File: config.mk
export PLATFORM = sky130hd
export DESIGN_NAME = ogg_codec_sniffer_unit
export DESIGN_NICKNAME = d
export VERILOG_FILES = /design/src/ocs_pkg.sv /design/src/ocs_cell.sv /design/src/ocs_ctrl.sv /design/src/ocs_outq.sv /design/src/ogg_codec_sniffer_unit.sv
export SDC_FILE = /design/constraint.sdc
export NUM_CORES = 1
export LEC_CHECK = 0
export BUFFER_PORTS_ARGS = -buffer_cell sky130_fd_sc_hd__buf_4
export CORE_MARGIN = 8
export CORE_UTILIZATION = 25
export DETAILED_ROUTE_END_ITERATION = 8
export PLACE_DENSITY_LB_ADDON = 0.15
export SKIP_LAST_GASP = 1
export SYNTH_ARGS = -nofsm -noshare
export SYNTH_HDL_FRONTEND = slang
export SYNTH_HIERARCHICAL = 1
export SYNTH_SLANG_ARGS = --single-unit
File: constraint.sdc
create_clock -name clk -period 7.6 [get_ports clk]
set_input_delay 0.38 -clock clk [delete_from_list [all_inputs] [get_ports clk]]
set_output_delay 0.38 -clock clk [all_outputs]
set_load 0.005 [all_outputs]
File: src/ocs_pkg.sv
// Shared types, signature constants and helper functions for the Ogg codec sniffer.
package ocs_pkg;

  localparam int SIG_COUNT = 4;
  localparam int MAX_SIG   = 8;
  localparam logic [4:0] SEG_POS = 5'd26;
  localparam logic [4:0] MAGIC_LEN = 5'd4;

  typedef enum logic [2:0] {
    CODEC_UNKNOWN = 3'd0,
    CODEC_OPUS    = 3'd1,
    CODEC_VORBIS  = 3'd2,
    CODEC_SPEEX   = 3'd3,
    CODEC_FLAC    = 3'd4
  } codec_t;

  typedef struct packed {
    logic shift;
    logic clear;
  } win_ctl_t;

  // newest byte of a signature sits in the low byte
  localparam logic [SIG_COUNT-1:0][63:0] SIG_TEXT = {
    64'(32'("flac")),
    64'(40'("speex")),
    64'(48'("vorbis")),
    64'("opushead")
  };

  localparam int SIG_LEN [SIG_COUNT] = '{8, 6, 5, 4};

  function automatic logic [7:0] magic_char(input logic [1:0] idx);
    logic [7:0] c;
    case (idx)
      2'd0:    c = "O";
      2'd1:    c = "g";
      2'd2:    c = "g";
      default: c = "S";
    endcase
    return c;
  endfunction

  function automatic logic [7:0] fold_char(input logic [7:0] c);
    logic [7:0] r;
    r = c;
    if (c inside {["A":"Z"]}) begin
      r = c + 8'd32;
    end
    return r;
  endfunction

endpackage

File: src/ocs_cell.sv
// One window cell: holds a payload byte, shifts it on, and checks it against the signatures.
module ocs_cell
  import ocs_pkg::*;
#(
  parameter int POS = 0
) (
  input  logic                 clk,
  input  logic                 rst_n,
  input  win_ctl_t             win_ctl,
  input  logic [7:0]           byte_in,
  input  logic                 valid_in,
  output logic [7:0]           byte_out,
  output logic                 valid_out,
  output logic [SIG_COUNT-1:0] hit
);

  localparam int P = (POS < MAX_SIG) ? POS : 0;

  logic [7:0] byte_r;
  logic       valid_r;
  logic       valid_nxt;

  always_comb begin
    valid_nxt = valid_r;
    if (win_ctl.clear) begin
      valid_nxt = 1'b0;
    end else if (win_ctl.shift) begin
      valid_nxt = valid_in;
    end
  end

  always_ff @(posedge clk) begin
    if (!rst_n) begin
      valid_r <= 1'b0;
    end else begin
      valid_r <= valid_nxt;
    end
    if (win_ctl.shift) begin
      byte_r <= byte_in;
    end
  end

  // compare the byte arriving this beat, so hits reflect the shifted window
  always_comb begin
    for (int s = 0; s < SIG_COUNT; s++) begin
      if (POS < SIG_LEN[s]) begin
        hit[s] = valid_in && (byte_in == SIG_TEXT[s][P*8 +: 8]);
      end else begin
        hit[s] = 1'b1;
      end
    end
  end

  assign byte_out  = byte_r;
  assign valid_out = valid_r;

endmodule

File: src/ocs_ctrl.sv
// Page parser: header, lacing and payload phases, found flags and the codec decision.
module ocs_ctrl
  import ocs_pkg::*;
(
  input  logic                 clk,
  input  logic                 rst_n,
  input  logic                 step,
  input  logic [7:0]           data_byte,
  input  logic                 last_byte,
  input  logic [SIG_COUNT-1:0] hits,
  output win_ctl_t             win_ctl,
  output logic                 res_valid,
  output codec_t               res_code
);

  typedef enum logic [3:0] {
    PH_HEADER  = 4'b0001,
    PH_LACING  = 4'b0010,
    PH_PAYLOAD = 4'b0100,
    PH_DROP    = 4'b1000
  } phase_t;

  phase_t                phase_r, phase_nxt;
  logic [4:0]            hdr_cnt_r, hdr_cnt_nxt;
  logic [7:0]            seg_left_r, seg_left_nxt;
  logic [15:0]           pay_left_r, pay_left_nxt;
  logic [SIG_COUNT-1:0]  found_r, found_nxt;
  logic                  fin;
  logic                  rearm;
  logic [15:0]           pay_sum;
  logic [15:0]           pay_dec;
  codec_t                code;

  function automatic codec_t decide(input logic [SIG_COUNT-1:0] f);
    codec_t c;
    if (f[0]) begin
      c = CODEC_OPUS;
    end else if (f[1]) begin
      c = CODEC_VORBIS;
    end else if (f[2]) begin
      c = CODEC_SPEEX;
    end else if (f[3]) begin
      c = CODEC_FLAC;
    end else begin
      c = CODEC_UNKNOWN;
    end
    return c;
  endfunction

  assign pay_sum = pay_left_r + {8'd0, data_byte};
  assign pay_dec = pay_left_r - 16'd1;

  always_comb begin
    phase_nxt    = phase_r;
    hdr_cnt_nxt  = hdr_cnt_r;
    seg_left_nxt = seg_left_r;
    pay_left_nxt = pay_left_r;
    found_nxt    = found_r;
    fin          = 1'b0;
    rearm        = 1'b0;
    code         = CODEC_UNKNOWN;
    if (step) begin
      case (phase_r)
        PH_HEADER: begin
          if (hdr_cnt_r < MAGIC_LEN && data_byte != magic_char(hdr_cnt_r[1:0])) begin
            fin = 1'b1;
          end else if (hdr_cnt_r == SEG_POS) begin
            seg_left_nxt = data_byte;
            pay_left_nxt = 16'd0;
            if (data_byte == 8'd0) begin
              fin = 1'b1;
            end else begin
              phase_nxt   = PH_LACING;
              hdr_cnt_nxt = 5'd0;
              fin         = last_byte;
            end
          end else begin
            hdr_cnt_nxt = hdr_cnt_r + 5'd1;
            fin         = last_byte;
          end
        end
        PH_LACING: begin
          pay_left_nxt = pay_sum;
          seg_left_nxt = seg_left_r - 8'd1;
          if (seg_left_nxt == 8'd0) begin
            if (pay_sum == 16'd0) begin
              fin = 1'b1;
            end else begin
              phase_nxt = PH_PAYLOAD;
              fin       = last_byte;
            end
          end else begin
            fin = last_byte;
          end
        end
        PH_PAYLOAD: begin
          found_nxt    = found_r | hits;
          pay_left_nxt = pay_dec;
          if (pay_dec == 16'd0) begin
            fin  = 1'b1;
            code = decide(found_nxt);
          end else begin
            fin = last_byte;
          end
        end
        default: begin
          rearm = last_byte;
        end
      endcase
      if (fin) begin
        if (last_byte) begin
          rearm = 1'b1;
        end else begin
          phase_nxt = PH_DROP;
        end
      end
      if (rearm) begin
        phase_nxt    = PH_HEADER;
        hdr_cnt_nxt  = 5'd0;
        seg_left_nxt = 8'd0;
        pay_left_nxt = 16'd0;
        found_nxt    = '0;
      end
    end
  end

  always_ff @(posedge clk) begin
    if (!rst_n) begin
      phase_r    <= PH_HEADER;
      hdr_cnt_r  <= 5'd0;
      seg_left_r <= 8'd0;
      pay_left_r <= 16'd0;
      found_r    <= '0;
    end else begin
      phase_r    <= phase_nxt;
      hdr_cnt_r  <= hdr_cnt_nxt;
      seg_left_r <= seg_left_nxt;
      pay_left_r <= pay_left_nxt;
      found_r    <= found_nxt;
    end
  end

  assign win_ctl.shift = step && (phase_r == PH_PAYLOAD);
  assign win_ctl.clear = rearm;
  assign res_valid     = step && fin;
  assign res_code      = code;

  a_hdr_range: assert property (@(posedge clk) disable iff (!rst_n)
    hdr_cnt_r <= SEG_POS)
    else $error("header count past segment byte");

  a_pay_live: assert property (@(posedge clk) disable iff (!rst_n)
    (phase_r == PH_PAYLOAD) |-> (pay_left_r != 16'd0))
    else $error("payload phase with no bytes left");

  a_lace_live: assert property (@(posedge clk) disable iff (!rst_n)
    (phase_r == PH_LACING) |-> (seg_left_r != 8'd0))
    else $error("lacing phase with no segments left");

  a_rearm_clear: assert property (@(posedge clk) disable iff (!rst_n)
    rearm |=> (phase_r == PH_HEADER && found_r == '0 && hdr_cnt_r == 5'd0))
    else $error("rearm did not restore header phase");

endmodule

File: src/ocs_outq.sv
// Two-entry result queue between the parser and the output channel.
module ocs_outq
  import ocs_pkg::*;
(
  input  logic   clk,
  input  logic   rst_n,
  input  logic   wr_en,
  input  codec_t wr_code,
  input  logic   rd_en,
  output logic   full,
  output logic   not_empty,
  output codec_t rd_code
);

  codec_t     mem_r [2];
  logic       wr_ptr_r, wr_ptr_nxt;
  logic       rd_ptr_r, rd_ptr_nxt;
  logic [1:0] cnt_r, cnt_nxt;
  logic       pop;

  assign pop        = rd_en && (cnt_r != 2'd0);
  assign wr_ptr_nxt = wr_en ? !wr_ptr_r : wr_ptr_r;
  assign rd_ptr_nxt = pop ? !rd_ptr_r : rd_ptr_r;
  assign cnt_nxt    = cnt_r + {1'b0, wr_en} - {1'b0, pop};

  always_ff @(posedge clk) begin
    if (!rst_n) begin
      wr_ptr_r <= 1'b0;
      rd_ptr_r <= 1'b0;
      cnt_r    <= 2'd0;
    end else begin
      wr_ptr_r <= wr_ptr_nxt;
      rd_ptr_r <= rd_ptr_nxt;
      cnt_r    <= cnt_nxt;
    end
    if (wr_en) begin
      mem_r[wr_ptr_r] <= wr_code;
    end
  end

  assign full      = (cnt_r == 2'd2);
  assign not_empty = (cnt_r != 2'd0);
  assign rd_code   = mem_r[rd_ptr_r];

  a_no_overflow: assert property (@(posedge clk) disable iff (!rst_n)
    wr_en |-> !full)
    else $error("write into full result queue");

  a_cnt_range: assert property (@(posedge clk) disable iff (!rst_n)
    cnt_r <= 2'd2)
    else $error("result queue count out of range");

  a_ptr_track: assert property (@(posedge clk) disable iff (!rst_n)
    (cnt_r == 2'd0 || cnt_r == 2'd2) |-> (wr_ptr_r == rd_ptr_r))
    else $error("queue pointers disagree with count");

endmodule

File: src/ogg_codec_sniffer_unit.sv
// Ogg codec sniffer: parses the first page and reports the codec found in its payload.
//
// Input channel: one file byte per beat (in_data_byte) with in_last_byte on the
// final byte. Output channel: one codec code per file (out_codec_kind):
// 0 unknown, 1 opus, 2 vorbis, 3 speex, 4 flac.
// A new byte is accepted every cycle while in_stall is low.
// The per-byte work is an update of the page counters and a shift of
// the payload window, a row of cells each comparing its byte to the signatures.
// Each result is registered in the result queue and offered on the output from there.
// Bytes after the answer are dropped until the last-byte mark; the block then
// rearms for the next file. A bad magic, empty page or early end gives unknown.
// Results wait in a two-entry queue; in_stall rises only when both entries
// are held because the receiver stalls, and falls as soon as one is taken.
// Reset (rst_n low, synchronous) empties the queue and returns to the header.
module ogg_codec_sniffer_unit
  import ocs_pkg::*;
#(
  parameter int WINDOW_DEPTH = 8
) (
  input  logic       clk,
  input  logic       rst_n,
  input  logic       in_valid,
  output logic       in_stall,
  input  logic [7:0] in_data_byte,
  input  logic       in_last_byte,
  output logic       out_valid,
  input  logic       out_stall,
  output logic [2:0] out_codec_kind
);

  logic                  step;
  win_ctl_t              win_ctl;
  logic                  res_valid;
  codec_t                res_code;
  codec_t                q_code;
  logic                  q_full;
  logic [SIG_COUNT-1:0]  hits;
  logic [7:0]            cell_byte  [WINDOW_DEPTH+1];
  logic                  cell_valid [WINDOW_DEPTH+1];
  logic [SIG_COUNT-1:0]  cell_hit   [WINDOW_DEPTH];

  assign step          = in_valid && !q_full;
  assign in_stall      = q_full;
  assign cell_byte[0]  = fold_char(in_data_byte);
  assign cell_valid[0] = 1'b1;

  for (genvar k = 0; k < WINDOW_DEPTH; k++) begin : g_cell
    ocs_cell #(
      .POS(k)
    ) u_cell (
      .clk      (clk),
      .rst_n    (rst_n),
      .win_ctl  (win_ctl),
      .byte_in  (cell_byte[k]),
      .valid_in (cell_valid[k]),
      .byte_out (cell_byte[k+1]),
      .valid_out(cell_valid[k+1]),
      .hit      (cell_hit[k])
    );
  end

  always_comb begin
    hits = '1;
    for (int k = 0; k < WINDOW_DEPTH; k++) begin
      hits = hits & cell_hit[k];
    end
  end

  ocs_ctrl u_ctrl (
    .clk      (clk),
    .rst_n    (rst_n),
    .step     (step),
    .data_byte(in_data_byte),
    .last_byte(in_last_byte),
    .hits     (hits),
    .win_ctl  (win_ctl),
    .res_valid(res_valid),
    .res_code (res_code)
  );

  ocs_outq u_outq (
    .clk      (clk),
    .rst_n    (rst_n),
    .wr_en    (res_valid),
    .wr_code  (res_code),
    .rd_en    (!out_stall),
    .full     (q_full),
    .not_empty(out_valid),
    .rd_code  (q_code)
  );

  assign out_codec_kind = q_code;

endmodule

==> impl_metrics.toml, run 1 <==
[run_status]
outcome = "finished, final reports clean"

[global_routing]
grt_usage_pct = 10.33
first_global_vias = 4902
grt_max_degree = 69
antenna_found_initial = 0
grt_pass1_wl_um = 25590
grt_overflow = 0

[finish]
multi_input_area_um2 = 3239
nNetsFinal = 679
drive_above_1_share_pct = 10.12
syn2layout_area_growth_pct = 10.83
final_util_pct = 28.16
antenna_cells = 0
fill_cells = 2678
register_area_um2 = 2843

[critical_path]
cpLargestDelayFamily = "simple AND/OR/NAND/NOR gates"
slowest_stage = "or4b_4"
worst-path-buf-inv = 1
cp_data_required_time_ns = 7.64
cp_max_fo = 7
crit_chain = "inv_1 > ha_1 > or4b_4 > o21ai_1 > or4b_4 > a2111oi_4 > a221oi_2 > a21boi_1 > nor2b_1"
cp-start-kind = "flop"
slowest_delay_ns = 0.54
critPathArrivalTime_ns = 3.55
crit_type = "reg -> reg"
crit_top_cell = "or4b_4"
endpoint_kind = "flop"

[drt]
wl_met2_um = 7255
wl_um = 15970
ant_nets = 0
wl_met1_um = 7513
drc = 0
top_layer = "met4"
drt_iter0_drc = 349
drtPass1Iterations = 5
dr_wl_met3_um = 821
vias_per_cell = 5.085
wire_per_inst_um = 16.26
vias = 4993

[clock_tree]
cts.sinks = 111
cts_root_buffer = "clkbuf_16"
clockBufferDepth = 2
cts_hold_buf = 0
numCtsBuffers = 9
cts_tree = "done"
cts_setup_buffers = 0
clk_latency_ns = 0.37
htree_levels = 3
post_cts_resized = 0
clk_pin_slew_ns = 0.08

[yosys]
netlist_instances = 653
syn_area_um2 = 6380
synth.yosys.warnings = 6
syn_area_per_cell_um2 = 9.770

[pwr]
irDropWorstVdd_v = 0.00009923
p_leak_nw = 2.317
power_density_nw_per_um2 = 186.9

[floorplan]
chipWidth_um = 175.8
die_y_um = 175.8
core_um2 = 25110
ios = 18
initial_core_util_pct = 25.41
fp.dieArea_um2 = 30890
core.rowCount = 58

[flow_run]
drv_cap = 0

[sta]
finalHoldViolCount = 0
holdWs_ns = 0.2943
min_period_ns = 3.508
tns_ns = 0
setup_ws_ns = 4.092
drv_slew = 0
setup_viol = 0
max_freq_ghz = 0.2850
max_slew.worst_pin.slew_ns = 1.110
finalCritPeriodShare_pct = 46.16
grt_setup_unrepaired = "no"
relSlewSlack_pct = 25.66
clock_skew_ns = 0.007134

[place]
pre_cts_slack_ns = 4.024
gp_congestion = 0.8677
dp_hpwl_um = 11330
portBuffers = 17

[min_path]
hp-class = "in -> reg"
[layer usage]
layer  global-route usage, %  vias to the layer above
li1                        -                     2418
met1                   13.21                     2396
met2                   16.62                      150
met3                   2.147                       29
met4                   4.345                        0
met5                       0                        -
[worst reg2reg max path, cell delays in order (launching register included)]
cell and delay (ns):
dfxtp_1 0.37, inv_1 0.15, ha_1 0.32, or4b_4 0.54, o21ai_1 0.12, or4b_4 0.47
a2111oi_4 0.34, a221oi_2 0.17, a21boi_1 0.36, nor2b_1 0.34
[power breakdown]
group | internal [mW] | total, mW | switching, mW
Clock | 0.239 | 0.493 | 0.255
Combinational | 0.0739 | 0.165 | 0.0908
Sequential | 0.647 | 0.664 | 0.0169
[area by class of cell]
| cell class | count | share of cell area, % |
|---|---|---|
| clock inverters | 7 | 1.292 |
| clock buffers | 9 | 3.185 |
| flip-flops and latches | 111 | 40.21 |
| well taps | 330 | 5.840 |
| inverters | 25 | 1.327 |
| repair buffers | 22 | 2.336 |
| multi-input cells | 478 | 45.81 |
[path summary, 6_finish.rpt]
| check | slack, ns | cells past startpoint | endpoint | startpoint |
|---|---|---|---|---|
| max | 4.09 | 9 | u_outq/mem_r[0][0] | u_ctrl/pay_left_r[1] |
| min | 0.29 | 1 | g_cell[0].u_cell/byte_out[4] | in_data_byte[4] |
| max reg2reg | 4.09 | 9 | u_outq/mem_r[0][0] | u_ctrl/pay_left_r[1] |
| min reg2reg | 0.45 | 0 | g_cell[5].u_cell/byte_out[3] | g_cell[4].u_cell/byte_out[3] |
[per-stage QoR]
step	instance area [um2]	power [mW]	std cells
floorplan	6406	0.7865	660
CTS	7071	1.341	982
global placement	6754	0.8396	966
detailed placement	6754	0.8438	966
global route	7071	1.385	982
finish	7071	1.322	982
[cell usage in the layout, fill, tap and decap left out, drive strengths merged, types with 9 or more instances in the layout]
cell type / instances
nor2: 65
o31ai: 9
a21oi: 34
dfxtp: 49
conb: 12
nor3: 28
edfxtp: 62
xor2: 11
nor4: 15
nand3: 17
inv: 28
nand4: 16
nor3b: 16
nand2: 40
clkbuf: 9
ha: 18
buf: 22
mux2i: 10
o21ai: 27
xnor2: 13
[state kept, by name (all words and copies together), names as in the netlist, named ones only]
name / flops
u_ctrl/hdr_cnt_r: 5
u_ctrl/found_r: 4
u_outq/cnt_r: 2
g_cell.u_cell/byte_out: 56
g_cell.u_cell/valid_out: 7
u_outq/mem_r: 6
u_outq/rd_ptr_r: 1
u_outq/wr_ptr_r: 1
u_ctrl/seg_left_r: 8
u_ctrl/pay_left_r: 16
u_ctrl/phase_r: 4
No activity file was read; power rests on OpenSTA's default activity.
==> run 2: changes to the inputs <==
- clock period: 7.6 -> 3.1 ns (I/O delays scaled with it)
==> run 2 against run 1 <==
Clock skew up 0.00077 ns. Clock power rose to 2.5 times the previous value. Critical endpoint unchanged. First-iteration DRC count up 8.9%.
==> impl_metrics.toml, run 2 (synthesis gave the netlist of run 1 again) <==
[place]
gp_congestion = 0.8311
pre_cts_slack_ns = -0.1127
dp_hpwl_um = 11750
portBuffers = 17
post_dp_cell_area_um2 = 7074

[global_routing]
grt_overflow = 0
grt_usage_pct = 10.69
antenna_found_initial = 0
grt_max_degree = 33
grt_pass1_wl_um = 26670
first_global_vias = 4894

[clock_tree]
clk_latency_ns = 0.36
cts_root_buffer = "clkbuf_16"
cts.sinks = 111
cts_tree = "done"
htree_levels = 3
numCtsBuffers = 9
clockBufferDepth = 2
clk_pin_slew_ns = 0.09
cts_hold_buf = 0

[drt]
wl_um = 16340
drtPass1Iterations = 5
vias = 5123
drt_iter0_drc = 380
vias_per_cell = 4.983
wire_per_inst_um = 15.89
ant_nets = 0
drc = 0

[pwr]
irDropWorstVdd_v = 0.0002348
internal_power_mw = 2.405
p_sw_share_pct = 27.84
power_switching_mw = 0.9279
power_density_nw_per_um2 = 444.0
combPwrFrac_pct = 13.6
seqPwrFrac_pct = 48.9
p_leak_nw = 2.567
power.share.clock_pct = 37.4

[critical_path]
critPathArrivalTime_ns = 3.13
slowest_stage = "or4b_4"
crit_end = "u_outq/mem_r[0][0]"
rrSetupSlack_ns = 0.05
crit_type = "reg -> reg"
slowest_delay_ns = 0.47
worst-path-buf-inv = 4
crit_top_cell = "buf_6"
cp_data_required_time_ns = 3.18
cpLargestDelayFamily = "simple AND/OR/NAND/NOR gates"
endpoint_kind = "flop"
startpoint = "u_ctrl/pay_left_r[0]"
cp-start-kind = "flop"
crit_chain = "buf_6 > inv_4 > ha_4 > or4b_4 > o21ai_2 > or4b_4 > a2111oi_4 > a221oi_2 > a21boi_2 > buf_6 > nor2b_4 > buf_6"
worst_r2r_path_depth = 12
reg2reg_to = "u_outq/mem_r[0][0]"
reg2reg_from = "u_ctrl/pay_left_r[0]"
cp_max_fo = 4
crit_cells = 12

[finish]
largest_reg_flops = 56
syn2layout_area_growth_pct = 17.65
nNetsFinal = 725
final_common_cell = "nor2_1"
antenna_cells = 0
fin_area_um2 = 7506
drive_above_1_share_pct = 17.77
final_cell_mix = "nor2_1 (65), buf_4 (64), edfxtp_1 (62)"

[floorplan]
ios = 18
core_um2 = 25110
core.rowCount = 58
die_y_um = 175.8
chipWidth_um = 175.8
initial_core_util_pct = 25.41
fp.dieArea_um2 = 30890

[sta]
drv_slew = 0
holdWs_ns = 0.1726
setup_viol = 0
min_period_ns = 3.050
relSlewSlack_pct = 35.27
max_freq_ghz = 0.3279
setup_ws_ns = 0.05041
grt_setup_unrepaired = "yes"
clock_skew_ns = 0.007901
max_slew.worst_pin.slew_ns = 0.9699
finalCritPeriodShare_pct = 98.37
finalHoldViolCount = 0
tns_ns = 0

[min_path]
hold_path_depth = 2
hp-class = "in -> reg"

[run_status]
outcome = "finished, final reports clean"

[flow_run]
drv_cap = 0
run 2: changes by cell type in the layout (fill, tap and decap cells not counted), moves of 2 or more:
cell,before,now
ha_1,18,16
nor2b_1,7,5
inv_1,25,23
a211oi_2,0,2
buf_4,22,64
inv_8,0,2
a211oi_1,5,3
ha_4,0,2
buf_6,0,3
run 2: power groups by stage:
stage	logic, mW	clock network [mW]	registers [mW]
2_1_floorplan	0.284	0	1.64
3_3_place_gp	0.427	0	1.66
3_5_place_dp	0.433	0	1.66
4_1_cts	0.438	1.29	1.63
5_1_grt	0.503	1.34	1.64
6_report	0.454	1.25	1.63
run 2: worst min path at each step:
stage,start,to,slack [ns]
global placement,g_cell[0].u_cell/byte_out[1],g_cell[1].u_cell/byte_out[1],0.43
CTS,in_data_byte[4],g_cell[0].u_cell/byte_out[4],0.16
global route,in_data_byte[4],g_cell[0].u_cell/byte_out[4],0.18
floorplan,in_data_byte[0],g_cell[0].u_cell/byte_out[0],0.25
detailed placement,g_cell[4].u_cell/byte_out[3],g_cell[5].u_cell/byte_out[3],0.43
finish,in_data_byte[4],g_cell[0].u_cell/byte_out[4],0.17
run 2: repair_timing:
item | 4_1_cts | 5_1_grt
pin swaps | 1 | 8
resized for setup | 5 | 15
setup endpoints to repair | 9 | 9
setup buffers | 1 | 4
run 2: layout make-up:
| cell class | count | area [um2] |
|---|---|---|
| fillers | 2657 | 17600 |
| well taps | 330 | 412.9 |
| clock inverters | 7 | 96.34 |
| clock buffers | 9 | 225.2 |
| inverters | 25 | 96.34 |
| multi-input cells | 478 | 3297 |
| repair buffers | 68 | 534.3 |
| flip-flops and latches | 111 | 2844 |
run 2: metrics by stage:
stage	cells	utilization [%]	total power, mW
6_report	1028	29.89	3.333
2_1_floorplan	660	-	1.928
5_1_grt	1028	29.89	3.483
4_1_cts	1024	29.56	3.358
3_5_place_dp	1007	28.17	2.096
3_3_place_gp	1007	28.17	2.088
run 2: layer usage:
layer	track usage (%)	wire length, um	part of all wire, %
met1	14.90	8234	50
met2	16.59	7340	45
met3	1.374	558	3.4
met4	3.921	204	1.2
met5	0	0	0
